$ cat config.mk
export PLATFORM = sky130hd
export DESIGN_NAME = ipg_dp
export DESIGN_NICKNAME = d
export VERILOG_FILES = /design/src/rtl/core/incremental_prime_generator_top_macros.svh /design/src/rtl/core/ipg_pkg.sv /design/src/rtl/core/ipg_dp.sv
export SDC_FILE = /design/constraint.sdc
export NUM_CORES = 1
export LEC_CHECK = 0
export BUFFER_PORTS_ARGS = -buffer_cell sky130_fd_sc_hd__buf_4
export CAP_MARGIN = 10
export CORE_UTILIZATION = 40
export DETAILED_ROUTE_END_ITERATION = 6
export PLACE_DENSITY = 0.6
export SYNTH_ARGS = -nofsm -noshare
export SYNTH_HDL_FRONTEND = slang
export SYNTH_SLANG_ARGS = --single-unit
$ cat constraint.sdc
create_clock -name clk -period 5.84 [get_ports clk]
set_input_delay 0.584 -clock clk [delete_from_list [all_inputs] [get_ports clk]]
set_output_delay 0.584 -clock clk [all_outputs]
set_load 0.005 [all_outputs]
$ cat src/rtl/core/incremental_prime_generator_top_macros.svh
// assertion macros for the incremental prime generator
// used by incremental_prime_generator_top; expects clk and rst_n in scope
`ifndef INCREMENTAL_PRIME_GENERATOR_TOP_MACROS_SVH
`define INCREMENTAL_PRIME_GENERATOR_TOP_MACROS_SVH
`ifndef NO_ASSERTIONS
`define IPG_ASSERT_IMP(lbl, ante, cons, msg) \
    lbl: assert property (@(posedge clk) disable iff (!rst_n) (ante) |-> (cons)) \
        else $error(msg);
`define IPG_ASSERT_NXT(lbl, ante, cons, msg) \
    lbl: assert property (@(posedge clk) disable iff (!rst_n) (ante) |=> (cons)) \
        else $error(msg);
`else
`define IPG_ASSERT_IMP(lbl, ante, cons, msg)
`define IPG_ASSERT_NXT(lbl, ante, cons, msg)
`endif
`endif

$ cat src/rtl/core/ipg_pkg.sv
// package for the incremental prime generator: widths, microcode and shared types
// no dependencies
`timescale 1ns / 1ps
package ipg_pkg;

    localparam int NUM_W       = 32;
    localparam int TABLE_DEPTH = 8192;
    localparam int TAB_AW      = $clog2(TABLE_DEPTH);
    localparam int FILL_W      = $clog2(TABLE_DEPTH + 1);
    localparam int ENTRY_W     = 16;
    localparam int CAND_W      = NUM_W + 1;
    localparam int DIV_W       = NUM_W / 2 + 2;
    localparam int SQ_W        = 2 * DIV_W;
    localparam int DIV_BITS    = 2;
    localparam int DIV_STEPS   = NUM_W / DIV_BITS;
    localparam int DIV_CNT_W   = $clog2(DIV_STEPS + 1);
    localparam int UPC_W       = 5;
    localparam int FIRST_PRIME = 2;

    typedef enum logic [3:0] {
        OP_NOP,
        OP_ACCEPT,
        OP_INIT_CAND,
        OP_TEST_INIT,
        OP_LOAD_P,
        OP_SQUARE,
        OP_DIV_START,
        OP_NEXT_I,
        OP_D_FIX,
        OP_P_ADD2,
        OP_C_ADD2,
        OP_STORE,
        OP_SET_FIN,
        OP_EMIT_DONE,
        OP_RESTART
    } dp_op_t;

    typedef enum logic [3:0] {
        C_NEVER,
        C_ALWAYS,
        C_NO_START,
        C_RESTART,
        C_FINISHED,
        C_RANGE,
        C_I_END,
        C_SQ_GT,
        C_DIV_BUSY,
        C_REM_ZERO
    } cond_t;

    typedef struct packed {
        dp_op_t           op;
        cond_t            cond;
        logic [UPC_W-1:0] target;
    } ucode_t;

    typedef struct packed {
        logic restart_path;
        logic finished;
        logic out_of_range;
        logic i_end;
        logic sq_gt_c;
        logic div_busy;
        logic rem_zero;
    } status_t;

    localparam logic [UPC_W-1:0] S_IDLE      = 5'd0;
    localparam logic [UPC_W-1:0] S_DISPATCH  = 5'd1;
    localparam logic [UPC_W-1:0] S_FINCHK    = 5'd2;
    localparam logic [UPC_W-1:0] S_INIT      = 5'd3;
    localparam logic [UPC_W-1:0] S_CHECK     = 5'd4;
    localparam logic [UPC_W-1:0] S_TINIT     = 5'd5;
    localparam logic [UPC_W-1:0] S_TLOOP     = 5'd6;
    localparam logic [UPC_W-1:0] S_TLOAD     = 5'd7;
    localparam logic [UPC_W-1:0] S_TSQ       = 5'd8;
    localparam logic [UPC_W-1:0] S_TCMP      = 5'd9;
    localparam logic [UPC_W-1:0] S_TDIV      = 5'd10;
    localparam logic [UPC_W-1:0] S_TWAIT     = 5'd11;
    localparam logic [UPC_W-1:0] S_TNEXT     = 5'd12;
    localparam logic [UPC_W-1:0] S_TBACK     = 5'd13;
    localparam logic [UPC_W-1:0] S_TAIL      = 5'd14;
    localparam logic [UPC_W-1:0] S_XSQ       = 5'd15;
    localparam logic [UPC_W-1:0] S_XCMP      = 5'd16;
    localparam logic [UPC_W-1:0] S_XDIV      = 5'd17;
    localparam logic [UPC_W-1:0] S_XWAIT     = 5'd18;
    localparam logic [UPC_W-1:0] S_XNEXT     = 5'd19;
    localparam logic [UPC_W-1:0] S_XBACK     = 5'd20;
    localparam logic [UPC_W-1:0] S_COMPOSITE = 5'd21;
    localparam logic [UPC_W-1:0] S_PRIME     = 5'd22;
    localparam logic [UPC_W-1:0] S_SETFIN    = 5'd23;
    localparam logic [UPC_W-1:0] S_DONE      = 5'd24;
    localparam logic [UPC_W-1:0] S_RESTART   = 5'd25;

    function automatic ucode_t ipg_ucode(input logic [UPC_W-1:0] upc);
        ucode_t cw;
        cw = '{op: OP_NOP, cond: C_ALWAYS, target: S_IDLE};
        unique case (upc)
            S_IDLE:      cw = '{op: OP_ACCEPT,    cond: C_NO_START, target: S_IDLE};
            S_DISPATCH:  cw = '{op: OP_NOP,       cond: C_RESTART,  target: S_RESTART};
            S_FINCHK:    cw = '{op: OP_NOP,       cond: C_FINISHED, target: S_DONE};
            S_INIT:      cw = '{op: OP_INIT_CAND, cond: C_NEVER,    target: S_IDLE};
            S_CHECK:     cw = '{op: OP_NOP,       cond: C_RANGE,    target: S_SETFIN};
            S_TINIT:     cw = '{op: OP_TEST_INIT, cond: C_NEVER,    target: S_IDLE};
            S_TLOOP:     cw = '{op: OP_NOP,       cond: C_I_END,    target: S_TAIL};
            S_TLOAD:     cw = '{op: OP_LOAD_P,    cond: C_NEVER,    target: S_IDLE};
            S_TSQ:       cw = '{op: OP_SQUARE,    cond: C_NEVER,    target: S_IDLE};
            S_TCMP:      cw = '{op: OP_NOP,       cond: C_SQ_GT,    target: S_PRIME};
            S_TDIV:      cw = '{op: OP_DIV_START, cond: C_NEVER,    target: S_IDLE};
            S_TWAIT:     cw = '{op: OP_NOP,       cond: C_DIV_BUSY, target: S_TWAIT};
            S_TNEXT:     cw = '{op: OP_NEXT_I,    cond: C_REM_ZERO, target: S_COMPOSITE};
            S_TBACK:     cw = '{op: OP_NOP,       cond: C_ALWAYS,   target: S_TLOOP};
            S_TAIL:      cw = '{op: OP_D_FIX,     cond: C_NEVER,    target: S_IDLE};
            S_XSQ:       cw = '{op: OP_SQUARE,    cond: C_NEVER,    target: S_IDLE};
            S_XCMP:      cw = '{op: OP_NOP,       cond: C_SQ_GT,    target: S_PRIME};
            S_XDIV:      cw = '{op: OP_DIV_START, cond: C_NEVER,    target: S_IDLE};
            S_XWAIT:     cw = '{op: OP_NOP,       cond: C_DIV_BUSY, target: S_XWAIT};
            S_XNEXT:     cw = '{op: OP_P_ADD2,    cond: C_REM_ZERO, target: S_COMPOSITE};
            S_XBACK:     cw = '{op: OP_NOP,       cond: C_ALWAYS,   target: S_XSQ};
            S_COMPOSITE: cw = '{op: OP_C_ADD2,    cond: C_ALWAYS,   target: S_CHECK};
            S_PRIME:     cw = '{op: OP_STORE,     cond: C_ALWAYS,   target: S_IDLE};
            S_SETFIN:    cw = '{op: OP_SET_FIN,   cond: C_NEVER,    target: S_IDLE};
            S_DONE:      cw = '{op: OP_EMIT_DONE, cond: C_ALWAYS,   target: S_IDLE};
            S_RESTART:   cw = '{op: OP_RESTART,   cond: C_ALWAYS,   target: S_IDLE};
            default:     cw = '{op: OP_NOP,       cond: C_ALWAYS,   target: S_IDLE};
        endcase
        return cw;
    endfunction

endpackage

$ cat src/rtl/core/ipg_dp.sv
// datapath: candidate, divisor, counters, limit register and result registers
// depends on ipg_pkg; drives the table ram and the remainder unit
`timescale 1ns / 1ps
module ipg_dp
    import ipg_pkg::*;
(
    input  logic               clk,
    input  logic               rst_n,
    input  ucode_t             cw,
    input  logic               restart,
    input  logic               cfg_we,
    input  logic [NUM_W-1:0]   cfg_wdata,
    input  logic [ENTRY_W-1:0] tab_rdata,
    input  logic               div_busy,
    input  logic               div_rem_zero,
    output logic               tab_we,
    output logic [TAB_AW-1:0]  tab_waddr,
    output logic [ENTRY_W-1:0] tab_wdata,
    output logic [TAB_AW-1:0]  tab_raddr,
    output logic               div_start,
    output logic [NUM_W-1:0]   div_dividend,
    output logic [DIV_W-1:0]   div_divisor,
    output status_t            st,
    output logic               res_strobe,
    output logic [NUM_W-1:0]   prime_value,
    output logic [NUM_W-1:0]   prime_ordinal,
    output logic               done_res
);

    // control state
    logic [FILL_W-1:0] fill_reg, fill_next;
    logic [NUM_W-1:0]  last_reg, last_next;
    logic [NUM_W-1:0]  count_reg, count_next;
    logic              fin_reg, fin_next;
    logic [NUM_W-1:0]  limit_reg, limit_next;
    logic              strobe_reg, strobe_next;
    // working registers
    logic              rst_req_reg, rst_req_next;
    logic [CAND_W-1:0] c_reg, c_next;
    logic [FILL_W-1:0] i_reg, i_next;
    logic [DIV_W-1:0]  d_reg, d_next;
    logic [DIV_W-1:0]  p_reg, p_next;
    logic [SQ_W-1:0]   sq_reg, sq_next;
    logic [NUM_W-1:0]  val_reg, val_next;
    logic [NUM_W-1:0]  ord_reg, ord_next;
    logic              done_reg, done_next;
    logic              can_store;

    assign can_store = (fill_reg < FILL_W'(TABLE_DEPTH))
                       && (c_reg <= CAND_W'({ENTRY_W{1'b1}}));

    always_comb
    begin
        fill_next    = fill_reg;
        last_next    = last_reg;
        count_next   = count_reg;
        fin_next     = fin_reg;
        limit_next   = cfg_we ? cfg_wdata : limit_reg;
        strobe_next  = 1'b0;
        rst_req_next = rst_req_reg;
        c_next       = c_reg;
        i_next       = i_reg;
        d_next       = d_reg;
        p_next       = p_reg;
        sq_next      = sq_reg;
        val_next     = val_reg;
        ord_next     = ord_reg;
        done_next    = done_reg;
        tab_we       = 1'b0;
        tab_waddr    = fill_reg[TAB_AW-1:0];
        tab_wdata    = c_reg[ENTRY_W-1:0];
        div_start    = 1'b0;
        case (cw.op)
            OP_ACCEPT:
            begin
                rst_req_next = restart;
            end
            OP_INIT_CAND:
            begin
                c_next = (last_reg == NUM_W'(FIRST_PRIME)) ? CAND_W'(3)
                                                          : {1'b0, last_reg} + CAND_W'(2);
            end
            OP_TEST_INIT:
            begin
                i_next = '0;
                d_next = DIV_W'(3);
            end
            OP_LOAD_P:
            begin
                p_next = DIV_W'(tab_rdata);
            end
            OP_SQUARE:
            begin
                sq_next = p_reg * p_reg;
            end
            OP_DIV_START:
            begin
                div_start = 1'b1;
            end
            OP_NEXT_I:
            begin
                d_next = p_reg + DIV_W'(2);
                i_next = i_reg + 1'b1;
            end
            OP_D_FIX:
            begin
                p_next = d_reg[0] ? d_reg : d_reg + DIV_W'(1);
            end
            OP_P_ADD2:
            begin
                p_next = p_reg + DIV_W'(2);
            end
            OP_C_ADD2:
            begin
                c_next = c_reg + CAND_W'(2);
            end
            OP_STORE:
            begin
                if (can_store)
                begin
                    tab_we    = 1'b1;
                    fill_next = fill_reg + 1'b1;
                end
                last_next   = c_reg[NUM_W-1:0];
                count_next  = count_reg + 1'b1;
                strobe_next = 1'b1;
                val_next    = c_reg[NUM_W-1:0];
                ord_next    = count_reg + 1'b1;
                done_next   = 1'b0;
            end
            OP_SET_FIN:
            begin
                fin_next = 1'b1;
            end
            OP_EMIT_DONE:
            begin
                strobe_next = 1'b1;
                val_next    = '0;
                ord_next    = count_reg;
                done_next   = 1'b1;
            end
            OP_RESTART:
            begin
                tab_we      = 1'b1;
                tab_waddr   = '0;
                tab_wdata   = ENTRY_W'(FIRST_PRIME);
                fill_next   = FILL_W'(1);
                last_next   = NUM_W'(FIRST_PRIME);
                count_next  = NUM_W'(1);
                fin_next    = 1'b0;
                strobe_next = 1'b1;
                val_next    = NUM_W'(FIRST_PRIME);
                ord_next    = NUM_W'(1);
                done_next   = 1'b0;
            end
            default:
            begin
            end
        endcase
    end

    always_ff @(posedge clk or negedge rst_n)
    begin
        if (!rst_n)
        begin
            fill_reg   <= '0;
            last_reg   <= '0;
            count_reg  <= '0;
            fin_reg    <= 1'b0;
            limit_reg  <= '0;
            strobe_reg <= 1'b0;
        end
        else
        begin
            fill_reg   <= fill_next;
            last_reg   <= last_next;
            count_reg  <= count_next;
            fin_reg    <= fin_next;
            limit_reg  <= limit_next;
            strobe_reg <= strobe_next;
        end
    end

    always_ff @(posedge clk)
    begin
        rst_req_reg <= rst_req_next;
        c_reg       <= c_next;
        i_reg       <= i_next;
        d_reg       <= d_next;
        p_reg       <= p_next;
        sq_reg      <= sq_next;
        val_reg     <= val_next;
        ord_reg     <= ord_next;
        done_reg    <= done_next;
    end

    assign tab_raddr    = i_reg[TAB_AW-1:0];
    assign div_dividend = c_reg[NUM_W-1:0];
    assign div_divisor  = p_reg;

    assign st.restart_path = rst_req_reg || (!fin_reg && (last_reg == '0));
    assign st.finished     = fin_reg;
    assign st.out_of_range = c_reg[NUM_W]
                             || ((limit_reg != '0) && (c_reg > {1'b0, limit_reg}));
    assign st.i_end        = (i_reg >= fill_reg);
    assign st.sq_gt_c      = (sq_reg > SQ_W'(c_reg));
    assign st.div_busy     = div_busy;
    assign st.rem_zero     = div_rem_zero;

    assign res_strobe    = strobe_reg;
    assign prime_value   = val_reg;
    assign prime_ordinal = ord_reg;
    assign done_res      = done_reg;

endmodule

# ---- After elaboration in Yosys (flattened, before gate mapping)
# Cells that the tools add are included.
# W data, S select, Z words.
dict set report classes {
  n_reduce_logical 18
  mul 1
  n_addsub 7
  eq_ne 16
  mux 20
  magnitude_cmp 5
}
# op n
set op_table {}
lappend op_table {{$pmux W32 S3} 2}
lappend op_table {{$pmux W32 S2} 2}
lappend op_table {{$pmux W33 S2} 1}
lappend op_table {{$pmux W14 S2} 2}
lappend op_table {{$pmux W18 S3} 1}
lappend op_table {{$gt A36 B33 Y1} 1}
lappend op_table {{$mul A18 B18 Y36} 1}
lappend op_table {{$pmux W18 S2} 1}
lappend op_table {{$add A32 B2 Y33 const B} 1}
lappend op_table {{$add A33 B2 Y33 const B} 1}
lappend op_table {{$gt A33 B32 Y1} 1}
lappend op_table {{$le A33 B16 Y1 const B} 1}
lappend op_table {{$mux W33} 1}
lappend op_table {{$add A32 B1 Y32 const B} 1}
lappend op_table {{$eq A32 B2 Y1 const B} 1}
lappend op_table {{$logic_not A32 Y1} 1}
lappend op_table {{$reduce_bool A32 Y1} 1}
lappend op_table {{$add A14 B1 Y14 const B} 2}
lappend op_table {{$eq A4 B4 Y1 const B} 7}
lappend op_table {{$add A18 B1 Y18 const B} 1}
lappend op_table {{$add A18 B2 Y18 const B} 1}
lappend op_table {{$mux W18} 1}
lappend op_table {{$eq A4 B3 Y1 const B} 4}
lappend op_table {{$mux W16} 1}
lappend op_table {{17 further kinds} 30}
dict set report totals {
  input_bits 67
  ff_bits 297
}

# ---- Depth between registers and ports, before layout
# Gate-level depths: netlist (run 1).
dict set report depth {
  depth_word 4
  mapped_depth 24
  ltp_nobuf 22
}

# ---- Worst setup path after synthesis (run 1)
# No wires, ideal clock.
dict set report synth_path {
  kind {register to register}
  startpoint {reg p_reg[6] (netlist: div_divisor[6])}
  endpoint {reg sq_reg[33] (data pin)}
  path_slack_ps -579
  t_arrival_ps 6164
  path_buffers 2
  synth_period_minus_slack_ps 6419
  path_stages_with_launch 21
  cell_sequence {edfxtp_1 > clkbuf_1 > buf_1 > nand2_1 > fa_1 > inv_1 > fa_1 > fa_1 > fa_1 > fa_1 > inv_1 > fa_1 > inv_1 > ha_1 > nand2_1 > o311ai_1 > a21boi_0 > a211oi_1 > nor2_1 > or4_1 > and3_1}
}
dict set report synth_via {
  elab_chain_len 1
}
# element line_no
set synth_lines {}
lappend synth_lines {{start, declared} ipg_dp.sv:42} ;# logic [DIV_W-1:0] p_reg, p_next;
lappend synth_lines {{start signal, assigned} ipg_dp.sv:190} ;# p_reg <= p_next;
lappend synth_lines {{$mul A18 B18 Y36} ipg_dp.sv:94} ;# sq_next = p_reg * p_reg;
lappend synth_lines {{end signal, assigned} ipg_dp.sv:191} ;# sq_reg <= sq_next;
lappend synth_lines {{end, declared} ipg_dp.sv:43} ;# logic [SQ_W-1:0] sq_reg, sq_next;
# No other way between the ends.
# A chain may end at the register's enable or synchronous reset.

# ---- Final worst setup path (run 1)
dict set report layout_path {
  startpoint {reg p_reg[8] (netlist: div_divisor[8])}
  endpoint {reg sq_reg[33] (data pin)}
}
# Same word-level chain as after synthesis.

==> key figures, run 1 <==
Power
  – Internal power: 9.62 mW
  – Leakage: 14.1 nW
  – Clk network pwr share: 13.8%
  – Sw Pwr: 6.68 mW
  – Switching portion of total power: 41.0%
  – Pwr/cell area: 529 nW/um2
  – Sequential share of power: 18.0%
  – Logic pwr share: 68.2%
  – Overall Power: 16.3 mW
  – Peak VDD IR: 0.657 mV

Clocking
  – Total CTS buffers: 37
  – Clk sink count: 295
  – Clock transition at the registers of the reported paths: 0.06 ns
  – CTS root buffer: clkbuf_16
  – H-tree Lvls: 2
  – Clk buf depth: 3
  – CTS tree: built
  – Worst skew pair latency: 0.57 ns
  – CTS Hold Bufs: 0

Floorplan
  – # IOs: 234
  – Die H: 255 um
  – Core Area: 63100 um2
  – Die X: 255 um
  – Die area: 64800 um2
  – Initial Util: 40.5%
  – Site Rows: 92

Place
  – Placed cell areas: 28900 um2
  – I/O Buffers: 220
  – Gp weighted congestion: 0.906
  – DP HPWL: 52000 um
  – Dpl cells: 3782

Worst setup path
  – Worst-path maximum fanout: 16
  – Reg2reg setup slack: -0.06 ns
  – Crit path arrival time: 6.20 ns
  – Worst r2r path cells: 20
  – Critical path class: flip-flop to flip-flop
  – Critical Path Source: div_divisor[8]
  – Data required time of the worst path: 6.14 ns
  – Crit path capture type: flip-flop
  – Reg-to-reg critical path startpoint: div_divisor[8]
  – Startpoint Class: flip-flop
  – Worst r2r dst: sq_reg[33]
  – Worst Setup EP: sq_reg[33]

Drt
  – Residual DRC count: 0
  – Via count: 20200
  – Antenna Violating Nets Remaining: 0
  – Total iterations of the first detailed-routing run: 5
  – Final WL: 68500 um
  – Drt first-iter violations: 1231
  – Via density: 5.20
  – Routed WL per cell: 17.7 um

Global routing
  – GR Util All Layers: 21.2%
  – Largest net degree at the start of global routing: 88
  – Grt total ovfl: 0
  – Initial antenna violation count: 0
  – First-pass GRT wire length: 109000 um
  – Vias in the first global route: 20700

Logic synthesis
  – Syn_area_per_cell: 9.39 um2
  – FF+latch count, synth: 295
  – Synth unique cells: 68
  – YS warnings: 0
  – Register area share after synthesis: 32.5%
  – Top_reg_cell synth: edfxtp_1
  – Syn Nets: 3201
  – Mapped Area: 25500 um2
  – Gate Count Post-Synth: 2717
  – Number of flops mapped to enable cells by yosys: 183
  – Async set or reset register ratio after synthesis: 38.0%

Outcome
  – Failing checks: setup timing
  – Status: complete, but fails checks

Finish
  – Layout cells sized above 1: 21.1%
  – Final core area utilization: 48.9%
  – Multi-input gate area: 15400 um2
  – Fillers: 5925
  – Final net count: 3485
  – FF/Latch Area: 8300 um2
  – Non-Filler Instances: 3877
  – Area delta synth->final: 20.9%
  – Fin area: 30800 um2
  – Largest register FFs: 35

STA
  – Setup violations, final: 1
  – Crit share post-route: 101%
  – Unrepaired setup endpoints after global routing: true
  – Final Max Slew Viols: 0
  – PnR worst setup slack: -0.0622 ns
  – Normalized max-slew margin: 19.4%
  – Fmax: 169 MHz
  – Clk_skew: 0.0175 ns
  – Worst Max-Slew Pin Slew: 1.20 ns
  – Fin crit period: 5.90 ns
  – Hold Vio Cnt, Final: 0

Flow run
  – Max Cap Viol: 0

Min path
  – Hold Path Class: primary input to async pin
[repair_timing]
action	in CTS	in global routing
pin swaps	34	48
endpoints found under the hold margin	0	0
gates resized for setup	33	94
endpoints found under the setup margin	12	15
buffers inserted	8	18
[synth_stat cells (all sizes together), types with 42 or more instances]
| cell | n | share of area [%] |
|---|---|---|
| o21ai | 156 | 3.1 |
| nand2 | 280 | 4.1 |
| buf | 83 | 2.3 |
| a21oi | 129 | 2.5 |
| o31ai | 49 | 1.4 |
| fa | 222 | 17 |
| xnor2 | 90 | 3.1 |
| edfxtp | 183 | 22 |
| clkbuf | 105 | 1.6 |
| and2 | 74 | 1.8 |
| xor2 | 42 | 1.4 |
| inv | 407 | 6.0 |
| nor2 | 192 | 2.8 |
| dfrtp | 112 | 11 |
| nand3 | 71 | 1.4 |
| ha | 195 | 9.6 |
[cell usage in the layout, fill, tap and decap left out, types with 32 or more instances in the layout]
master     synthesis  routed
and3_1            32      32
dfrtp_1          112     112
nand4_1           36      36
ha_1             195     173
nand2_1          280     261
fa_1             222     211
o31ai_1           49      48
a21oi_1          129     113
a21o_1            37      37
clkbuf_16          0      39
and2_1            74      61
nor2_1           191     183
xor2_1            42      42
o21ai_0          156     145
inv_1            407     389
xnor2_1           90      89
edfxtp_1         183     183
buf_4             66     411
nand3_1           71      69
[critical path, cell delays in order, from the launching register on]
cell,delay [ns]
edfxtp_1,0.43
buf_12,0.19
buf_4,0.14
fa_1,0.54
inv_1,0.05
fa_2,0.41
fa_1,0.50
inv_1,0.06
fa_1,0.44
fa_1,0.51
inv_1,0.05
fa_1,0.57
inv_1,0.07
ha_4,0.28
nand2_2,0.07
o311ai_4,0.24
a21boi_2,0.10
a211oi_2,0.22
nor2_1,0.10
or4_1,0.51
and3_1,0.16
[metal layers]
metal	up-vias	GRT usage, %	wire length [um]
li1	9520	-	-
met1	9959	28.2	30000
met2	575	35.4	32500
met3	107	2.81	3900
met4	0	7.31	2110
met5	-	0	0
[power groups by stage]
stage,Combinational (mW),Sequential [mW],Clock [mW]
global placement,9.34,2.96,0
detailed placement,9.38,2.97,0
CTS,9.81,2.93,2.32
finish,11.1,2.93,2.26
floorplan,6.18,2.90,0
global route,12.4,2.95,2.40
[metrics by stage]
step / setup WS, ns / setup TNS [ns] / hold WS (ns)
after floorplan: 0.0194 / 0 / 0.288
after global placement: -0.196 / -0.924 / 0.480
after detailed placement: -0.247 / -1.21 / 0.497
after CTS: -0.0401 / -0.0401 / 0.148
after global routing: -0.246 / -0.922 / 0.189
final: -0.0622 / -0.0622 / 0.132
[cell type report]
type                            instances  share of cell area, %
Clock buffer                           52                   3.35
Sequential cell                       295                   26.9
Clock inverter                         16                  0.458
Antenna cell                            1                0.00811
Inverter                              407                   4.95
Multi-Input combinational cell       1826                   49.8
Timing Repair Buffer                  434                   11.0
Tap cell                              846                   3.43
[how the worst min path moves through the flow]
stage,slack [ns],endpoint
floorplan,0.29,count_reg[0]
global placement,0.48,count_reg[31]
detailed placement,0.50,count_reg[31]
CTS,0.15,fill_reg[6]
global route,0.19,count_reg[14]
finish,0.13,count_reg[14]
[logic make-up after synthesis]
kind of cell	count (synthesis)	share of synthesized area (%)
AO/OA/AOI/OAI	454	10.5
XOR/XNOR	132	4.53
adder cells (fa/ha/maj)	417	27.0
buffers and inverters	596	9.87
flip-flops	295	32.5
multiplexers	3	0.127
AND/OR/NAND/NOR	820	15.5
(Power assumes the default switching activity.)
==> run 2: changes to the inputs <==
Settings changed: ABC_CLOCK_PERIOD_IN_PS from default to 5840, CORE_MARGIN from default to 2, CORE_UTILIZATION 40 to 52, PLACE_DENSITY 0.6 to 0.74.
==> run 2 against run 1 <==
The flow still finishes with violations (setup timing). Sequential share of layout area increased by 0.29 points. Non-clock buffer count decreased by 1. Fmax increased by 0.92%. Clock skew increased by 0.0046 ns. Die area decreased by 22%. Clock power decreased by 6%. Utilization increased by 14 points. Hold slack about the same. Total power increased by 0.55%. Sequential cell count unchanged. Routed wire length decreased by 0.26%. Critical path type unchanged. Largest power group unchanged.
==> key figures, run 2 (synthesis gave the netlist of run 1 again) <==
Outcome
  – Status: complete, but fails checks (unchanged)
  – Failing checks: setup timing (unchanged)

Floorplan
  – Initial Util: 52.5% (was 40.5%)
  – # IOs: 234 (unchanged)
  – Die H: 226 um (was 255 um)
  – Die X: 226 um (was 255 um)
  – Site Rows: 81 (was 92)
  – Die area: 50900 um2 (was 64800 um2)
  – Core Area: 48600 um2 (was 63100 um2)

Drt
  – Drt first-iter violations: 1830 (was 1231)
  – Antenna Violating Nets Remaining: 0 (unchanged)
  – Total iterations of the first detailed-routing run: 6 (was 5)
  – Final WL: 68300 um (was 68500 um)
  – Via density: 5.65 (was 5.20)
  – Routed WL per cell: 18.7 um (was 17.7 um)
  – Residual DRC count: 0 (unchanged)
  – Via count: 20600 (was 20200)

STA
  – Crit share post-route: 100% (was 101%)
  – Hold Vio Cnt, Final: 0 (unchanged)
  – Unrepaired setup endpoints after global routing: true (unchanged)
  – Fin crit period: 5.85 ns (was 5.90 ns)
  – Worst Max-Slew Pin Slew: 1.12 ns (was 1.20 ns)
  – Setup violations, final: 1 (unchanged)
  – Final Max Slew Viols: 0 (unchanged)
  – PnR worst setup slack: -0.00853 ns (was -0.0622 ns)
  – Fmax: 171 MHz (was 169 MHz)
  – Normalized max-slew margin: 25.4% (was 19.4%)
  – Clk_skew: 0.0221 ns (was 0.0175 ns)

Global routing
  – Largest net degree at the start of global routing: 88 (unchanged)
  – GR Util All Layers: 26.6% (was 21.2%)
  – Vias in the first global route: 21200 (was 20700)
  – Initial antenna violation count: 0 (unchanged)
  – First-pass GRT wire length: 108000 um (was 109000 um)
  – Grt total ovfl: 0 (unchanged)

Worst setup path
  – Buf+Inv Stages, Crit Path: 5 (was 6)
  – Worst r2r path cells: 20 (unchanged)
  – Critical path class: flip-flop to flip-flop (unchanged)
  – Crit path cell chain: buf_6 > buf_12 > nand2_2 > fa_1 > inv_1 > fa_1 > fa_1 > fa_1 > fa_1 > inv_1 > fa_1 > inv_2 > ha_4 > nand2_2 > o311ai_4 > a21boi_2 > a211oi_2 > nor2_1 > or4_1 > and3_1 (was buf_12 > buf_4 > fa_1 > inv_1 > fa_2 > fa_1 > inv_1 > fa_1 > fa_1 > inv_1 > fa_1 > inv_1 > ha_4 > nand2_2 > o311ai_4 > a21boi_2 > a211oi_2 > nor2_1 > or4_1 > and3_1)
  – Worst-path maximum fanout: 9 (was 16)
  – Most used cell, CP: fa_1 (unchanged)
  – Crit path capture type: flip-flop (unchanged)
  – Reg2reg setup slack: -0.009 ns (was -0.06 ns)
  – Crit-path max cell delay: 0.58 ns (was 0.57 ns)
  – Startpoint Class: flip-flop (unchanged)
  – Delay-heaviest family, CP: adder cells (unchanged)
  – Worst r2r dst: sq_reg[33] (unchanged)
  – Reg-to-reg critical path startpoint: div_divisor[8] (unchanged)
  – Crit path arrival time: 6.15 ns (was 6.20 ns)
  – Data required time of the worst path: 6.14 ns (about the same)
  – Worst path slowest cell: fa_1 (unchanged)

Flow run
  – Max Cap Viol: 0 (unchanged)

Clocking
  – Total CTS buffers: 35 (was 37)
  – CTS root buffer: clkbuf_16 (unchanged)
  – Clk buf depth: 3 (unchanged)
  – CTS tree: built (unchanged)
  – Worst skew pair latency: 0.56 ns (was 0.57 ns)
  – H-tree Lvls: 2 (unchanged)
  – CTS Hold Bufs: 0 (unchanged)
  – Clk sink count: 295 (unchanged)
  – Clock transition at the registers of the reported paths: 0.06 ns (about the same)

Power
  – Peak VDD IR: 0.809 mV (was 0.657 mV)
  – Leakage: 14.0 nW (was 14.1 nW)
  – Internal power: 9.48 mW (was 9.62 mW)
  – Clk network pwr share: 13.0% (was 13.8%)
  – Pwr/cell area: 537 nW/um2 (was 529 nW/um2)
  – Sw Pwr: 6.91 mW (was 6.68 mW)
  – Switching portion of total power: 42.2% (was 41.0%)
  – Logic pwr share: 69.1% (was 68.2%)
  – Sequential share of power: 17.9% (was 18.0%)
  – Overall Power: 16.4 mW (was 16.3 mW)

Finish
  – Fillers: 3826 (was 5925)
  – Area delta synth->final: 19.6% (was 20.9%)
  – Most frequent cells in the layout: buf_4, inv_1, nand2_1 (unchanged)
  – Most common cell after layout, fill and taps aside: buf_4 (unchanged)
  – Final core area utilization: 62.7% (was 48.9%)
  – Final net count: 3482 (was 3485)
  – Non-Filler Instances: 3647 (was 3877)
  – ANT cells: 0 (was 1)
  – Layout cells sized above 1: 21.1% (about the same)
  – Largest register FFs: 35 (unchanged)

Min path
  – Hold Path Class: primary input to async pin (unchanged)

Place
  – I/O Buffers: 220 (unchanged)
  – Gp weighted congestion: 0.904 (was 0.906)
  – Dpl cells: 3539 (was 3782)
  – DP HPWL: 50300 um (was 52000 um)
[run 2: cell types whose count changed in the layout (fill, tap and decap cells not counted), moves of 3 or more]
cell,before,now
a21oi_2,10,14
nand2_2,16,20
buf_6,16,13
clkbuf_16,39,36
clkbuf_8,1,4
nand2_1,261,258
nor2_2,8,5
[run 2: cell type report]
class / count / area, um2 / share of cell area (%)
well taps: 622 / 778 / 2.55
repair buffers: 433 / 3390 / 11.1
clock buffers: 52 / 1000 / 3.28
clock inverters: 12 / 120 / 0.394
inverters: 407 / 1530 / 5.01
multi-input cells: 1826 / 15400 / 50.4
flip-flops and latches: 295 / 8300 / 27.2
[run 2: per-layer routing]
layer  GRT usage, %  share of wire [%]  up-vias
met1           34.1                 40    10100
met3           3.18                6.5      169
met4           9.10                3.6        0
li1               -                  -     9497
met2           46.5                 50      850
met5              0                  0        -
[run 2: worst max path at each step]
stage | depth (start not counted) | slack (ns) | end | start
after floorplan | 20 | 0.02 | sq_reg[30] | div_divisor[6]
after global placement | 21 | -0.13 | sq_reg[33] | div_divisor[11]
after detailed placement | 18 | -0.20 | sq_reg[33] | div_divisor[10]
after CTS | 20 | -0.05 | sq_reg[33] | div_divisor[1]
after global routing | 20 | -0.17 | sq_reg[33] | div_divisor[8]
final | 20 | -0.009 | sq_reg[33] | div_divisor[8]
[run 2: per-stage QoR]
stage                     setup WS [ns]  instance area [um2]  setup TNS (ns)  hold slack (ns)
after floorplan                  0.0194                25900               0            0.288
after global placement           -0.129                28500          -0.299            0.480
after detailed placement         -0.202                28500          -0.894            0.505
after CTS                       -0.0528                29900         -0.0555            0.159
after global routing             -0.172                30500           -1.38            0.193
final                          -0.00853                30500        -0.00853            0.132
[run 2: what timing repair did]
| item | in CTS | in global routing |
|---|---|---|
| cloned | 1 | 0 |
| resized for setup | 23 | 107 |
| setup endpoints to repair | 11 | 16 |
| endpoints found under the hold margin | 0 | 0 |
| pin swaps | 17 | 68 |
| buffers inserted | 20 | 23 |
[run 2: power by group through the flow]
| stage | clock network [mW] | logic [mW] | registers (mW) |
|---|---|---|---|
| floorplan | 0 | 6.18 | 2.90 |
| global placement | 0 | 9.01 | 2.96 |
| detailed placement | 0 | 9.23 | 2.97 |
| CTS | 2.16 | 9.66 | 2.93 |
| global route | 2.24 | 12.4 | 2.95 |
| finish | 2.13 | 11.3 | 2.93 |
